--- src/hw/rtl/ovb_pkg.sv ---
package ovb_pkg;

  // Operation codes carried in the input tuser.
  typedef enum logic [1:0] {
    OP_CLEAR = 2'd0,
    OP_BLEND = 2'd1,
    OP_READ  = 2'd2,
    OP_NONE  = 2'd3
  } ovb_op_t;

  // Configuration register indexes.
  localparam logic [1:0] REG_WIDTH   = 2'd0;
  localparam logic [1:0] REG_HEIGHT  = 2'd1;
  localparam logic [1:0] REG_OPACITY = 2'd2;

  localparam int DEF_MAX_PIXELS = 131072;
  localparam int DEF_MAX_SIDE   = 2048;

  localparam int SIDE_W = 13;
  localparam int IDX_W  = 26;

  // Component divider sizes.
  localparam int DIV_NW = 41;
  localparam int DIV_QW = 17;
  localparam int DIV_CW = 5;
  localparam logic [DIV_CW-1:0] MIX_STEPS = 5'd9;

  // Source alpha: (t * 65536 + D/2) / D with D = 255 * 255 * 256 equals
  // (t * 512 + 65025) / 130050. The quotient is estimated with a reciprocal
  // of 2^33 / 130050 and then raised by one when the remainder allows.
  localparam int SA_NW = 33;
  localparam logic [SA_NW-1:0] SA_BIAS  = 33'd65025;
  localparam logic [SA_NW-1:0] SA_DIV   = 33'd130050;
  localparam logic [16:0]      SA_RECIP = 17'd66051;

  typedef enum logic [3:0] {
    ST_IDLE,
    ST_ADDR,
    ST_FETCH,
    ST_SA_MUL,
    ST_SA_REM,
    ST_SA_FIX,
    ST_COVER,
    ST_MULA,
    ST_MULB,
    ST_MIX_GO,
    ST_MIX_WAIT,
    ST_WRITE,
    ST_DONE
  } ovb_state_t;

  typedef struct packed {
    logic              start;
    logic [DIV_CW-1:0] steps;
    logic [DIV_NW-1:0] num;
    logic [DIV_NW-1:0] dsh;
  } div_req_t;

endpackage

--- src/hw/rtl/ovb_div.sv ---
module ovb_div (
  input  logic                        clk,
  input  logic                        rst,
  input  ovb_pkg::div_req_t           req,
  output logic                        done,
  output logic [ovb_pkg::DIV_QW-1:0]  quo
);
  import ovb_pkg::*;

  logic [DIV_NW-1:0] rem;
  logic [DIV_NW-1:0] dsh;
  logic [DIV_CW-1:0] cnt;
  logic              busy;
  logic              fit;

  // Restoring division, one quotient bit per cycle, divisor pre-shifted.
  assign fit = rem >= dsh;

  always_ff @(posedge clk) begin
    if (rst) begin
      busy <= 1'b0;
      done <= 1'b0;
    end else begin
      done <= 1'b0;
      if (req.start) begin
        busy <= 1'b1;
      end else if (busy && cnt == DIV_CW'(1)) begin
        busy <= 1'b0;
        done <= 1'b1;
      end
    end
  end

  always_ff @(posedge clk) begin
    if (req.start) begin
      rem <= req.num;
      dsh <= req.dsh;
      cnt <= req.steps;
      quo <= '0;
    end else if (busy) begin
      if (fit) begin
        rem <= rem - dsh;
      end
      quo <= {quo[DIV_QW-2:0], fit};
      dsh <= dsh >> 1;
      cnt <= cnt - DIV_CW'(1);
    end
  end

endmodule
--- config.mk ---
export PLATFORM = sky130hd
export DESIGN_NAME = ovb_div
export DESIGN_NICKNAME = d
export VERILOG_FILES = /design/src/hw/rtl/ovb_pkg.sv /design/src/hw/rtl/ovb_div.sv
export SDC_FILE = /design/constraint.sdc
export NUM_CORES = 1
export LEC_CHECK = 0
export BUFFER_PORTS_ARGS = -buffer_cell sky130_fd_sc_hd__buf_2
export CAP_MARGIN = 20
export CORE_UTILIZATION = 40
export CTS_BUF_LIST = sky130_fd_sc_hd__clkbuf_4 sky130_fd_sc_hd__clkbuf_8 sky130_fd_sc_hd__clkbuf_16
export CTS_CLUSTER_DIAMETER = 40
export DETAILED_ROUTE_END_ITERATION = 16
export SETUP_SLACK_MARGIN = 0.15
export SLEW_MARGIN = 20
export SYNTH_ARGS = -nofsm -noshare
export SYNTH_HDL_FRONTEND = slang
export SYNTH_SLANG_ARGS = --single-unit
--- constraint.sdc ---
create_clock -name clk -period 7.35 [get_ports clk]
set_input_delay 1.47 -clock clk [delete_from_list [all_inputs] [get_ports clk]]
set_output_delay 1.47 -clock clk [all_outputs]
set_load 0.05 [all_outputs]
==> impl_metrics.env <==
export IMPL_status="finished clean"
export IMPL_critPathTopFamily="buffers and inverters"
export IMPL_core_area_sq_um=16800
export IMPL_synthesis_nets=901
export IMPL_worst_pin_slew_ns=0.925
export IMPL_synth_top_cells_by_count="115 x nand2_1, 87 x edfxtp_1, 83 x o21ai_0, 55 x inv_1, 48 x a21oi_1"
export IMPL_synth_yosys_seq_area_share_pct=42.8
export IMPL_cts_buffer_depth=2
export IMPL_cp_common_cell="and3_1"
export IMPL_worst_clock_skew_ns=0.0127
export IMPL_rsz0062_at_grt="false"
export IMPL_vias=5689
export IMPL_routabilityCongestion=0.820
export IMPL_fin_crit_sh_pct=49.1
export IMPL_synth_most_common_cell="nand2_1"
export IMPL_fin_crit_ns=3.61
export IMPL_synthCells=767
export IMPL_cp_data_required_time_ns=7.59
export IMPL_post_cts_buffers=0
export IMPL_die_h_microns=134
export IMPL_grt_pass1_vias=5429
export IMPL_reg2reg_to="rem[18]"
export IMPL_cts_sinks=106
export IMPL_synth_area_per_cell_sq_um=9.12
export IMPL_hold_slack_ns=0.503
export IMPL_ys_flop_type="edfxtp_1"
export IMPL_wl_microns=16600
export IMPL_fp_dieArea_sq_um=18000
export IMPL_leakagePower_uw=0.00341
export IMPL_peakVddDrop_uv=165
export IMPL_path_class="in2reg"
export IMPL_area_delta_synth_final_pct=13.8
export IMPL_drt_iter0_drc=548
export IMPL_cts_htree_levels=3
export IMPL_setup_viol=0
export IMPL_portBuffers=107
export IMPL_cap_violations=0
export IMPL_synth_cell_types=74
export IMPL_die_w_microns=134
export IMPL_maxSlewViolCount=0
export IMPL_cp_max_fo=103
export IMPL_hold_depth=2
export IMPL_drc=0
export IMPL_root_buffer="clkbuf_16"
export IMPL_ys_async_sr_fraction_pct=0
export IMPL_tritoncts="done"
export IMPL_synthesis_area_sq_um=7000
export IMPL_yosysTopAreaCell="edfxtp_1"
export IMPL_worst_hold_path_type="reg2reg"
export IMPL_max_stage_delay_ns=0.77
export IMPL_cellPowerDensity_nw_per_um2=300
export IMPL_start_kind="primary input"
export IMPL_grt_use_total_pct=19.1
export IMPL_synth_top_cell_area_share_pct=37.3
export IMPL_wl_per_cell_microns=15.5
export IMPL_ff2ff_path_depth=10
export IMPL_ys_warn_count=0
export IMPL_synthTopCellsByArea="edfxtp_1 37%, ha_1 7.7%, nand2_1 6.2%, o21ai_0 5.9%, dfxtp_1 5.4%"
export IMPL_ys_ff_latch=106
export IMPL_ctsHoldBuffers=0
export IMPL_critical_path_slowest_cell="clkinv_1"
export IMPL_rows=47
export IMPL_crit_buf_inv=2
export IMPL_final_hold_viol_count=0
export IMPL_r2r_start="rem[26]"
export IMPL_relSlewSlack_pct=38.3
export IMPL_first_pass_iters=5
export IMPL_hp_start="quo[16]"
export IMPL_clk_latency_ns=0.36
export IMPL_layout_drive_gt1_share_pct=17.8
export IMPL_hold_end="quo[16]"
export IMPL_path_cells="buf_4 > clkinv_1 > and3_1 > and4_1 > a21oi_1 > and3_1"
export IMPL_clkTransAtPathRegs_ns=0.09
export IMPL_crit_arrival_ns=3.85
export IMPL_fin_setup_tns_ns=0
export IMPL_vias_per_cell=5.31
export IMPL_io_pins=108
export IMPL_dp_hpwl_microns=12000
export IMPL_max_freq_mhz=277
export IMPL_synth_edff_count=87
export IMPL_antenna_cells=0
export IMPL_ant_nets=0
export IMPL_fin_nets=981
export IMPL_cts_resized=0
export IMPL_critPathCaptureType="flop"
export IMPL_grt_pass1_wl_microns=27000
export IMPL_start_util_pct=41.6
export IMPL_cts_made_buffers=9
export IMPL_r2r_slack_ns=3.88
export IMPL_antenna_found_initial=0
export IMPL_overflow=0
export IMPL_grt_max_degree=104
## per-stage QoR
stage                     total power (uW)  utilization (%)  setup WS [ns]  cell area [sq um]  cells
after CTS                             2400             47.4           3.71               7970   1072
after global placement                1870             45.5           3.34               7650   1056
final                                 2390             47.4           3.74               7970   1072
after floorplan                       1650                -           3.77               7000    767
after detailed placement              1880             45.5           3.32               7650   1056
after global routing                  2560             47.4           3.50               7970   1072
## power breakdown
| group | leakage (uW) | internal, uW | switching (uW) |
|---|---|---|---|
| combinational | 0.00222 | 420 | 641 |
| sequential | 0.00104 | 784 | 33.1 |
| clock | 0.000152 | 247 | 261 |
## area by class of cell
type	count	area [sq um]
multi-input cells	563	3610
flip-flops and latches	106	2990
repair buffers	111	568
clock inverters	7	86.3
clock buffers	9	225
well taps	220	275
inverters	56	210
fillers	1686	8850
## registers in the layout, summed over array words and instances, names as in the netlist
| name | flops |
|---|---|
| busy | 1 |
| dsh | 41 |
| cnt | 5 |
| quo | 17 |
| done | 1 |
| rem | 41 |
## worst reg2reg max path, stage by stage, from the launching register on
cell      delay (ns)
edfxtp_1        0.40
ha_1            0.51
a21oi_1         0.18
nor2_1          0.13
nor4_1          0.06
o41ai_1         0.57
a311o_1         0.31
a21oi_4         0.06
o211ai_1        0.20
a31o_2          0.17
buf_4           0.51
## cell families (layout without fill, tap and decap cells)
| family | count (synthesis) | count (layout) | synth area share [%] |
|---|---|---|---|
| DFF | 106 | 106 | 42.8 |
| adders and majority gates | 44 | 44 | 7.98 |
| muxes | 19 | 19 | 2.77 |
| xor gates and xnor gates | 29 | 29 | 3.63 |
| buffers and inverters | 98 | 183 | 5.67 |
| AOI/OAI and AO/OA | 223 | 223 | 20.7 |
| and+or+nand+nor | 248 | 248 | 16.5 |
## placed cells by master, fill, tap and decap left out, drive strengths merged, types with 8 or more instances in the layout
master	instances
a21o	15
a21oi	53
and3	8
buf	111
clkbuf	9
dfxtp	19
edfxtp	87
ha	43
inv	60
mux2i	16
nand2	115
nand3	13
nand4	12
nor2	47
nor2b	9
nor3	14
o21ai	88
xnor2	13
xor2	16
## worst max path at each step
stage / start / to / cells after the start
finish: req[87] / rem[39] / 6
global route: req[87] / rem[39] / 6
detailed placement: req[87] / rem[39] / 6
global placement: req[87] / rem[39] / 6
floorplan: req[87] / rem[0] / 4
CTS: req[87] / rem[39] / 6
## layer usage
layer | up-vias | track usage, % | wire length, microns
li1 | 2921 | - | -
met1 | 2634 | 26.9 | 8070
met2 | 124 | 30.3 | 7580
met3 | 10 | 3.40 | 781
met4 | 0 | 4.68 | 157
met5 | - | 0 | 0
(Power assumes the default switching activity.)
